===== src/hw/rtl/jaos_pkg.sv =====
// Shared types and constants for the JSON array object splitter.
package jaos_pkg;

  // Parser phase
  typedef enum logic [2:0] {
    PH_HEADER  = 3'd0,
    PH_KEY     = 3'd1,
    PH_BETWEEN = 3'd2,
    PH_OBJECT  = 3'd3,
    PH_DONE    = 3'd4
  } phase_t;

  // Result kinds
  localparam logic [1:0] KIND_BYTE = 2'd0;
  localparam logic [1:0] KIND_LAST = 2'd1;
  localparam logic [1:0] KIND_END  = 2'd2;

  // Search patterns, entry 0 is the first byte matched
  localparam logic [2:0] HDR_LEN = 3'd4;
  localparam logic [2:0] KEY_LEN = 3'd6;
  localparam logic [3:0][7:0] HDR_PAT = {8'h0A, 8'h0D, 8'h0A, 8'h0D};
  localparam logic [5:0][7:0] KEY_PAT = {8'h5B, 8'h3A, 8'h22, 8'h63, 8'h61, 8'h22};

  // Special characters
  localparam logic [7:0] CH_BSLASH = 8'h5C;
  localparam logic [7:0] CH_QUOTE  = 8'h22;
  localparam logic [7:0] CH_LBRACE = 8'h7B;
  localparam logic [7:0] CH_RBRACE = 8'h7D;
  localparam logic [7:0] CH_RBRACK = 8'h5D;

  localparam logic [15:0] CNT_MAX       = 16'hFFFF;
  localparam logic [15:0] MAX_BYTES_RST = 16'd2047;

  // Request payload
  typedef struct packed {
    logic [7:0] data_byte;
    logic       new_response;
  } item_t;

  // Result payload
  typedef struct packed {
    logic [7:0] out_byte;
    logic [1:0] item_kind;
    logic       first_of_object;
    logic       truncated;
  } result_t;

endpackage


===== src/hw/rtl/http_json_array_object_splitter.sv =====
// Top level: request register, framing parser and result register.
// A request passes from the request register through the combinational parser into the result register.
// Throughput: one byte per cycle; the input register and result register
// advance together and both hold while a shown result is stalled.
// Reset (rst, synchronous): parser back to header search, no result held,
// max_object_bytes back to 2047.
module http_json_array_object_splitter (
  input  logic               clk,
  input  logic               rst,
  input  logic               cfg_wr_en,
  input  logic [15:0]        cfg_wr_data,
  input  logic               item_valid,
  output logic               item_stall,
  input  jaos_pkg::item_t    item,
  output logic               result_valid,
  input  logic               result_stall,
  output jaos_pkg::result_t  result
);

  logic              advance;
  logic              req_valid;
  jaos_pkg::item_t   req;
  logic [15:0]       max_object_bytes;
  logic              res_valid;
  jaos_pkg::result_t res;

  // Whole pipe moves unless a shown result is stalled
  assign advance    = !result_valid || !result_stall;
  assign item_stall = !advance;

  // Limit register
  always_ff @(posedge clk) begin
    if (rst) begin
      max_object_bytes <= jaos_pkg::MAX_BYTES_RST;
    end else if (cfg_wr_en) begin
      max_object_bytes <= cfg_wr_data;
    end
  end

  // Request register
  always_ff @(posedge clk) begin
    if (rst) begin
      req_valid <= 1'b0;
    end else if (advance) begin
      req_valid <= item_valid;
    end
  end

  always_ff @(posedge clk) begin
    if (advance) begin
      req <= item;
    end
  end

  jaos_parse u_parse (
    .clk              (clk),
    .rst              (rst),
    .en               (advance && req_valid),
    .item             (req),
    .max_object_bytes (max_object_bytes),
    .res_valid        (res_valid),
    .res              (res)
  );

  // Result register
  always_ff @(posedge clk) begin
    if (rst) begin
      result_valid <= 1'b0;
    end else if (advance) begin
      result_valid <= req_valid && res_valid;
    end
  end

  always_ff @(posedge clk) begin
    if (advance) begin
      result <= res;
    end
  end

endmodule


===== src/hw/rtl/jaos_parse.sv =====
// Parser state and per-byte framing logic.
module jaos_parse (
  input  logic                clk,
  input  logic                rst,
  input  logic                en,
  input  jaos_pkg::item_t     item,
  input  logic [15:0]         max_object_bytes,
  output logic                res_valid,
  output jaos_pkg::result_t   res
);

  jaos_pkg::phase_t phase, phase_next, cur_phase;
  logic [2:0]  header_match_len, header_match_len_next, cur_hm, hm_adv;
  logic [2:0]  key_match_len, key_match_len_next, cur_km, km_adv;
  logic [15:0] brace_depth, brace_depth_next, cur_depth, depth_dec;
  logic        inside_string, inside_string_next, cur_str;
  logic        escape_pending, escape_pending_next, cur_esc;
  logic [15:0] bytes_emitted, bytes_emitted_next, cur_cnt;
  logic        dropped_flag, dropped_flag_next, cur_drop;
  logic        closes;
  logic [7:0]  c;

  // State registers
  always_ff @(posedge clk) begin
    if (rst) begin
      phase            <= jaos_pkg::PH_HEADER;
      header_match_len <= '0;
      key_match_len    <= '0;
      brace_depth      <= '0;
      inside_string    <= 1'b0;
      escape_pending   <= 1'b0;
      bytes_emitted    <= '0;
      dropped_flag     <= 1'b0;
    end else if (en) begin
      phase            <= phase_next;
      header_match_len <= header_match_len_next;
      key_match_len    <= key_match_len_next;
      brace_depth      <= brace_depth_next;
      inside_string    <= inside_string_next;
      escape_pending   <= escape_pending_next;
      bytes_emitted    <= bytes_emitted_next;
      dropped_flag     <= dropped_flag_next;
    end
  end

  // Next state and result for one byte
  always_comb begin
    c = item.data_byte;
    // new response clears everything before the byte is handled
    cur_phase = item.new_response ? jaos_pkg::PH_HEADER : phase;
    cur_hm    = item.new_response ? 3'd0  : header_match_len;
    cur_km    = item.new_response ? 3'd0  : key_match_len;
    cur_depth = item.new_response ? 16'd0 : brace_depth;
    cur_str   = item.new_response ? 1'b0  : inside_string;
    cur_esc   = item.new_response ? 1'b0  : escape_pending;
    cur_cnt   = item.new_response ? 16'd0 : bytes_emitted;
    cur_drop  = item.new_response ? 1'b0  : dropped_flag;

    phase_next            = cur_phase;
    header_match_len_next = cur_hm;
    key_match_len_next    = cur_km;
    brace_depth_next      = cur_depth;
    inside_string_next    = cur_str;
    escape_pending_next   = cur_esc;
    bytes_emitted_next    = cur_cnt;
    dropped_flag_next     = cur_drop;
    res_valid             = 1'b0;
    res                   = '0;
    closes                = 1'b0;

    // match extension with fall back to a one-byte partial match
    if (cur_hm < jaos_pkg::HDR_LEN && c == jaos_pkg::HDR_PAT[cur_hm[1:0]]) begin
      hm_adv = cur_hm + 3'd1;
    end else begin
      hm_adv = {2'b00, c == jaos_pkg::HDR_PAT[0]};
    end
    if (cur_km < jaos_pkg::KEY_LEN && c == jaos_pkg::KEY_PAT[cur_km]) begin
      km_adv = cur_km + 3'd1;
    end else begin
      km_adv = {2'b00, c == jaos_pkg::KEY_PAT[0]};
    end
    depth_dec = (cur_depth != 16'd0) ? cur_depth - 16'd1 : cur_depth;

    case (cur_phase)
      jaos_pkg::PH_HEADER: begin
        if (hm_adv == jaos_pkg::HDR_LEN) begin
          header_match_len_next = 3'd0;
          phase_next            = jaos_pkg::PH_KEY;
        end else begin
          header_match_len_next = hm_adv;
        end
      end
      jaos_pkg::PH_KEY: begin
        if (km_adv == jaos_pkg::KEY_LEN) begin
          key_match_len_next = 3'd0;
          phase_next         = jaos_pkg::PH_BETWEEN;
        end else begin
          key_match_len_next = km_adv;
        end
      end
      jaos_pkg::PH_BETWEEN: begin
        if (c == jaos_pkg::CH_LBRACE) begin
          phase_next          = jaos_pkg::PH_OBJECT;
          brace_depth_next    = 16'd1;
          inside_string_next  = 1'b0;
          escape_pending_next = 1'b0;
          bytes_emitted_next  = 16'd1;
          dropped_flag_next   = 1'b0;
          res_valid           = 1'b1;
          res.out_byte        = c;
          res.item_kind       = jaos_pkg::KIND_BYTE;
          res.first_of_object = 1'b1;
        end else if (c == jaos_pkg::CH_RBRACK) begin
          phase_next    = jaos_pkg::PH_DONE;
          res_valid     = 1'b1;
          res.item_kind = jaos_pkg::KIND_END;
        end
      end
      jaos_pkg::PH_OBJECT: begin
        // escape, string and depth tracking
        if (cur_esc) begin
          escape_pending_next = 1'b0;
        end else if (c == jaos_pkg::CH_BSLASH) begin
          escape_pending_next = 1'b1;
        end else if (c == jaos_pkg::CH_QUOTE) begin
          inside_string_next = !cur_str;
        end else if (!cur_str) begin
          if (c == jaos_pkg::CH_LBRACE) begin
            if (cur_depth != jaos_pkg::CNT_MAX) begin
              brace_depth_next = cur_depth + 16'd1;
            end
          end else if (c == jaos_pkg::CH_RBRACE) begin
            brace_depth_next = depth_dec;
            closes           = (depth_dec == 16'd0);
          end
        end
        // emit, limit or close
        if (closes) begin
          phase_next          = jaos_pkg::PH_BETWEEN;
          inside_string_next  = 1'b0;
          escape_pending_next = 1'b0;
          bytes_emitted_next  = 16'd0;
          dropped_flag_next   = 1'b0;
          res_valid           = 1'b1;
          res.out_byte        = c;
          res.item_kind       = jaos_pkg::KIND_LAST;
          res.truncated       = cur_drop;
        end else if (cur_cnt < max_object_bytes) begin
          if (cur_cnt != jaos_pkg::CNT_MAX) begin
            bytes_emitted_next = cur_cnt + 16'd1;
          end
          res_valid     = 1'b1;
          res.out_byte  = c;
          res.item_kind = jaos_pkg::KIND_BYTE;
        end else begin
          dropped_flag_next = 1'b1;
        end
      end
      default: begin
        // array done: ignore until a new response
      end
    endcase
  end

endmodule


===== config.mk =====
export PLATFORM = sky130hd
export DESIGN_NAME = http_json_array_object_splitter
export DESIGN_NICKNAME = d
export VERILOG_FILES = /design/src/hw/rtl/jaos_pkg.sv /design/src/hw/rtl/http_json_array_object_splitter.sv /design/src/hw/rtl/jaos_parse.sv
export SDC_FILE = /design/constraint.sdc
export NUM_CORES = 1
export LEC_CHECK = 0
export BUFFER_PORTS_ARGS = -buffer_cell sky130_fd_sc_hd__clkbuf_2
export CAP_MARGIN = 15
export CORE_UTILIZATION = 28
export CTS_BUF_LIST = sky130_fd_sc_hd__clkbuf_8
export DETAILED_ROUTE_END_ITERATION = 16
export PLACE_DENSITY = 0.46
export REMOVE_ABC_BUFFERS = 1
export SETUP_SLACK_MARGIN = 0.3
export SYNTH_ARGS = -nofsm -noshare
export SYNTH_HDL_FRONTEND = slang
export SYNTH_SLANG_ARGS = --single-unit

===== constraint.sdc =====
create_clock -name clk -period 3.5 [get_ports clk]
set_input_delay 0.175 -clock clk [delete_from_list [all_inputs] [get_ports clk]]
set_output_delay 0.175 -clock clk [all_outputs]
set_load 0.02 [all_outputs]

# ---- Yosys cells after proc, flatten, opt, wreduce, memory -nomap -nowiden
# Memory sizes are Yosys's and may differ from the RTL's.
# Index checks and enable logic that the tools add are counted.
dict set report totals {
  rom_bits 64
  register_bits 83
  mem_count 1
  inputBits 30
  output_inout_bits 14
  elab_cells 128
}
dict set report op_classes {
  muxes 72
  magnitude_cmp 5
  add_sub_neg 5
  n_eq_ne 15
  n_reduce_logical 13
}
# name words width read_ports rd_ports_with_merged_regs write_ports line
set mem_list {}
lappend mem_list {{(name not given)} 8 8 1 0 0 jaos_parse.sv:77} ;# if (cur_km < jaos_pkg::KEY_LEN && c == jaos_pkg::KEY_PAT[cur_km]) begin
# operator count
set op_table {}
lappend op_table {{16-bit 2-to-1 mux} 15}
lappend op_table {{16-bit case mux with 2 select lines} 2}
lappend op_table {{3-bit 2-to-1 mux} 14}
lappend op_table {{16-bit by 1-bit adder with 16-bit output (second input constant)} 2}
lappend op_table {{8-bit by 7-bit equality test with 1-bit output (second input constant)} 4}
lappend op_table {{16-bit inequality test (second input constant)} 2}
lappend op_table {{1-bit 2-to-1 mux} 27}
lappend op_table {{8-bit 2-to-1 mux} 3}
lappend op_table {{10-bit 2-to-1 mux} 2}
lappend op_table {{10-bit case mux with 2 select lines} 1}
lappend op_table {{8-bit binary-select mux with 2-bit select} 1}
lappend op_table {{8-bit equality test} 2}
lappend op_table {{16-bit logical NOT} 1}
lappend op_table {{16-bit < comparator} 1}
lappend op_table {{16-bit nonzero test} 1}
lappend op_table {{16-bit by 1-bit subtractor with 16-bit output (second input constant)} 1}
lappend op_table {{3-bit case mux with 4 select lines} 1}
lappend op_table {{8-bit by 4-bit equality test with 1-bit output (second input constant)} 1}
lappend op_table {{8-bit by 6-bit equality test with 1-bit output (second input constant)} 1}
lappend op_table {{1-bit case mux with 2 select lines} 4}
lappend op_table {{3-bit by 1-bit adder with 3-bit output (second input constant)} 2}
lappend op_table {{3-bit by 2-bit equality test with 1-bit output (second input constant)} 2}
lappend op_table {{3-bit equality test (second input constant)} 2}
lappend op_table {{3-bit < comparator (second input constant)} 2}
lappend op_table {{9 further kinds} 16}

# ---- Longest topological paths before layout
dict set report depth {
  depth_word 14
  depth_mapped 17
  mapped_depth_nobuf 12
}

# ---- Cells and area by module
# From an unflattened synthesis, not the netlist that was laid out.
dict set report unflattened {
  hier_cells 748
  hier_area_um2 5955.7
}
# module seq_area_each_um2 cells_per_inst area_per_inst_um2 instances
set by_module_without_submodules {}
lappend by_module_without_submodules {jaos_parse 880.8 665 4628.2 1}
lappend by_module_without_submodules {http_json_array_object_splitter 991.0 83 1327.5 1}

# ---- Worst setup path after synthesis
# Ideal clock, no wire load.
dict set report synth_path {
  path_type {register to register}
  start {register req[0] (netlist bit)}
  end {register u_parse.bytes_emitted[15]}
  path_stages_with_launch 18
  slack_ns -0.325
  setup_time_ns 0.074
  period_less_slack_ns 3.825
  path_buffers 7
  t_arrival_ns 3.750
  cell_sequence {edfxtp_1 > buf_2 > buf_2 > buf_2 > buf_2 > clkbuf_1 > clkbuf_1 > nor2b_1 > ha_1 > a211oi_1 > o211ai_1 > nor3_1 > o21ai_0 > clkbuf_1 > nor4_1 > nand3_1 > or4_1 > o21ai_0}
}
dict set report synth_via {
  elab_chain_len 13
}
# item line
set synth_lines {}
lappend synth_lines {{start, declared} http_json_array_object_splitter.sv:22} ;# jaos_pkg::item_t req;
lappend synth_lines {{start signal, assigned} http_json_array_object_splitter.sv:51} ;# req <= item;
lappend synth_lines {{16-bit 2-to-1 mux} jaos_parse.sv:53} ;# cur_depth = item.new_response ? 16'd0 : brace_depth;
lappend synth_lines {{16-bit by 1-bit subtractor with 16-bit output / 16-bit nonzero test (equally long branches)} jaos_parse.sv:82} ;# depth_dec = (cur_depth != 16'd0) ? cur_depth - 16'd1 : cur_depth;
lappend synth_lines {{16-bit 2-to-1 mux} jaos_parse.sv:82}
lappend synth_lines {{16-bit logical NOT} jaos_parse.sv:134} ;# closes = (depth_dec == 16'd0);
lappend synth_lines {{1-bit 2-to-1 mux} jaos_parse.sv:132} ;# end else if (c == jaos_pkg::CH_RBRACE) begin
lappend synth_lines {{1-bit 2-to-1 mux} jaos_parse.sv:128} ;# if (c == jaos_pkg::CH_LBRACE) begin
lappend synth_lines {{1-bit 2-to-1 mux} jaos_parse.sv:127} ;# end else if (!cur_str) begin
lappend synth_lines {{1-bit 2-to-1 mux} jaos_parse.sv:125} ;# end else if (c == jaos_pkg::CH_QUOTE) begin
lappend synth_lines {{1-bit 2-to-1 mux} jaos_parse.sv:123} ;# end else if (c == jaos_pkg::CH_BSLASH) begin
lappend synth_lines {{1-bit 2-to-1 mux} jaos_parse.sv:121} ;# if (cur_esc) begin
lappend synth_lines {{1-bit 2-to-1 mux} jaos_parse.sv:84} ;# case (cur_phase)
lappend synth_lines {{16-bit 2-to-1 mux} jaos_parse.sv:138} ;# if (closes) begin
lappend synth_lines {{16-bit case mux with 2 select lines (*)} jaos_parse.sv:84}
lappend synth_lines {{end signal, assigned} jaos_parse.sv:41} ;# bytes_emitted <= bytes_emitted_next;
lappend synth_lines {{end, declared} jaos_parse.sv:18} ;# logic [15:0] bytes_emitted, bytes_emitted_next, cur_cnt;
# Every way passes the cells marked *; elsewhere a longest branch is shown, timed or not. The select of a mux whose other input is x is not followed.
# A chain may end at the register's enable or synchronous reset.

==> results.yml <==
run_status:
  status: "complete, no violations"
routing:
  num_vias: 6263
  first_iter_violations: 500
  drc_errors: 0
  post_drt_via_cell_ratio: 5.533
  wire_per_inst_um: 18.23
  ant_nets: 0
  dr.pass1.iters: 8
  drt_wl_total_um: 20640
pwr:
  irDropWorstVdd_mv: 0.1469
  p_leak_nw: 2.860
  power_density_nw_per_um2: 290.1
clocking:
  numCtsBuffers: 9
  path_clk_slew_ps: 100
  numClockSinks: 83
  root_buffer: "clkbuf_8"
  clk_latency_ps: 380
  h-tree-depth: 3
  clk_path_buf_depth: 2
  cts_tree: "built"
synth:
  yosys_warnings: 0
  ys_types: 87
  synth_top_cell_by_area: "dfxtp_1"
  synth-edff-count: 21
  ys.flop_type: "dfxtp_1"
  synth_area_um2: 6125
  synthCells: 796
  syn_avg_cell_area_um2: 7.694
  synth_seq_cells: 83
  synth_top_area_share_pct: 20.27
  synth.area.top_cells: "dfxtp_1 (20%), edfxtp_1 (10%), nor2_1 (5.1%)"
  async_reset_ff_share_pct: 0
  ys_seq_area_share_pct: 30.56
final_layout:
  syn2layout_area_growth_pct: 17.53
  num_antenna_cells: 0
  mostFrequentLayoutCell: "nor2_1"
  postLayoutCoreUtil_pct: 33.92
  final_cell_mix: "nor2_1 (81), nand2_1 (75), o21ai_0 (62), dfxtp_1 (62), clkbuf_2 (43)"
  fillCellCount: 2293
  fin_nets: 903
  drive_gt1_share_pct: 15.05
sta:
  fmax_ghz: 0.3299
  slew_headroom_pct: 31.74
  finalSetupViolCount: 0
  fin_skew_ps: 9.781
  final-max-slew-violation-count: 0
  rsz0062_at_grt: "true"
  fin_crit_sh_pct: 86.61
  setup_slack_ps: 468.6
  worstMarginPinSlew_ps: 1013
  min_period_ps: 3031
  finalHoldViolCount: 0
floorplanning:
  fp.dieW_um: 149.9
  coreArea_um2: 21220
  start_util_pct: 28.86
  die_y_um: 149.9
  die_area_um2: 22470
  rows: 53
  io_pins: 44
setup_path:
  cp_top_family: "compound AO/OA/AOI/OAI gates"
  slowest_stage: "or4_1"
  critical_path_class: "flip-flop to flip-flop"
  worstPathArrival_ps: 3280
  cp_data_required_time_ps: 3750
  endpoint_kind: "flip-flop"
  path_buf_inv: 3
  crit_path_max_fanout: 10
  path_cells: "clkinv_1 > nand2_1 > ha_2 > buf_4 > o21ai_2 > or4_1 > a221oi_4 > o2111ai_4 > a21oi_4 > buf_4 > and2_1"
  cp-start-kind: "flip-flop"
  cpPeakStageDelay_ps: 570
  critPathMostFrequentCell: "buf_4"
placed_design:
  dp_hpwl_um: 14910
  preCtsSetupSlack_ps: 173.8
  place.gp.congestion: 0.8917
  port_buffers: 43
global_routing:
  gr-total-overflow: 0
  antenna_found_initial: 0
  grt_usage_pct: 18.96
  grt_start_max_net_pins: 65
  grt_pass1_wl_um: 32780
  grt_pass1_vias: 5788
min_path:
  hold_class: "input port to flip-flop"
flow_run:
  cap_violations: 0
## metrics by stage
step | cell area (µm²) | total power [mW] | cells | hold slack (ps) | setup TNS, ps
after global routing | 7198 | 2.182 | 1132 | 17.88 | 0
after global placement | 6743 | 1.270 | 1098 | 352.2 | 0
after detailed placement | 6743 | 1.268 | 1098 | 353.6 | 0
after CTS | 7134 | 2.110 | 1130 | 0.7447 | 0
final | 7198 | 2.088 | 1132 | 13.68 | 0
after floorplan | 5878 | 1.171 | 741 | 237.4 | -44890
## routing by layer
metal	track usage, %	wire [µm]	part of all wire (%)	vias up
met4	7.374	503	2.4	0
met5	0	0	0	-
met1	26.12	9848	48	2979
li1	-	-	-	3060
met2	29.86	9430	46	188
met3	2.409	852	4.1	36
## logic make-up (layout without fill, tap and decap cells)
kind of cell,count (synthesis),count (layout),synth area share (%)
buffers and inverters,91,152,6.231
AOI/OAI and AO/OA,234,234,25.62
xor gates and xnor gates,11,11,1.573
DFF,83,83,30.56
muxes,13,13,2.145
adders and majority gates,21,21,4.290
and+or+nand+nor,343,343,29.58
## registers in the layout (all words and copies together) (netlist names)
| register | flops |
|---|---|
| u_parse.escape_pending | 1 |
| u_parse.inside_string | 1 |
| u_parse.bytes_emitted | 16 |
| u_parse.phase | 3 |
| u_parse.brace_depth | 16 |
| u_parse.header_match_len | 3 |
| result | 12 |
| u_parse.key_match_len | 3 |
| result_valid | 1 |
| max_object_bytes | 16 |
| u_parse.dropped_flag | 1 |
| req | 9 |
| req_valid | 1 |
## where the power goes
part,internal [mW],switching (mW)
clock network,0.407,0.413
logic,0.0950,0.142
registers,1.01,0.0250
total,1.51,0.580
## cells in the mapped netlist, types with 7 or more instances
| cell | n |
|---|---|
| dfxtp_1 | 62 |
| buf_2 | 14 |
| nor3_1 | 31 |
| nand4_1 | 13 |
| inv_1 | 34 |
| a21oi_1 | 42 |
| edfxtp_1 | 21 |
| and2_1 | 7 |
| ha_1 | 21 |
| nand2b_1 | 10 |
| clkbuf_1 | 37 |
| o211ai_1 | 15 |
| nor4_1 | 15 |
| a31oi_1 | 19 |
| a211oi_1 | 8 |
| nand3_1 | 24 |
| a21o_1 | 11 |
| mux2i_1 | 12 |
| o21ai_0 | 62 |
| and3_1 | 10 |
| nor2b_1 | 28 |
| nand2_1 | 75 |
| nor2_1 | 83 |
## layout make-up
| class | count | area (µm²) | share of cell area, % |
|---|---|---|---|
| Multi-Input combinational cell | 622 | 3929 | 54.58 |
| Sequential cell | 83 | 1872 | 26.00 |
| Timing Repair Buffer | 100 | 695.7 | 9.665 |
| Tap cell | 275 | 344.1 | 4.780 |
| Inverter | 36 | 135.1 | 1.877 |
| Clock buffer | 9 | 123.9 | 1.721 |
| Clock inverter | 7 | 98.84 | 1.373 |
## worst min-delay path, stage by stage
cell and delay [ps]:
clkbuf_2 80, nand2_1 40, o211ai_1 70
## final timing paths
kind	startpoint	to	slack [ps]	depth (start not counted)
setup reg to reg	req[0]	result[6]	470	11
hold reg to reg	u_parse.key_match_len[2]	u_parse.key_match_len[2]	470	2
setup / recovery	req[0]	result[6]	470	11
hold / removal	cfg_wr_data[3]	max_object_bytes[3]	10	3
## timing repair
item / CTS / global route
cloned: 0 / 0
setup buffers: 0 / 2
setup endpoints to repair: 1 / 29
hold endpoints to repair: 16 / 0
hold buffers: 16 / 0
pin swaps: 0 / 4
resized for setup: 2 / 10
No activity file was read; power rests on OpenSTA's default activity.
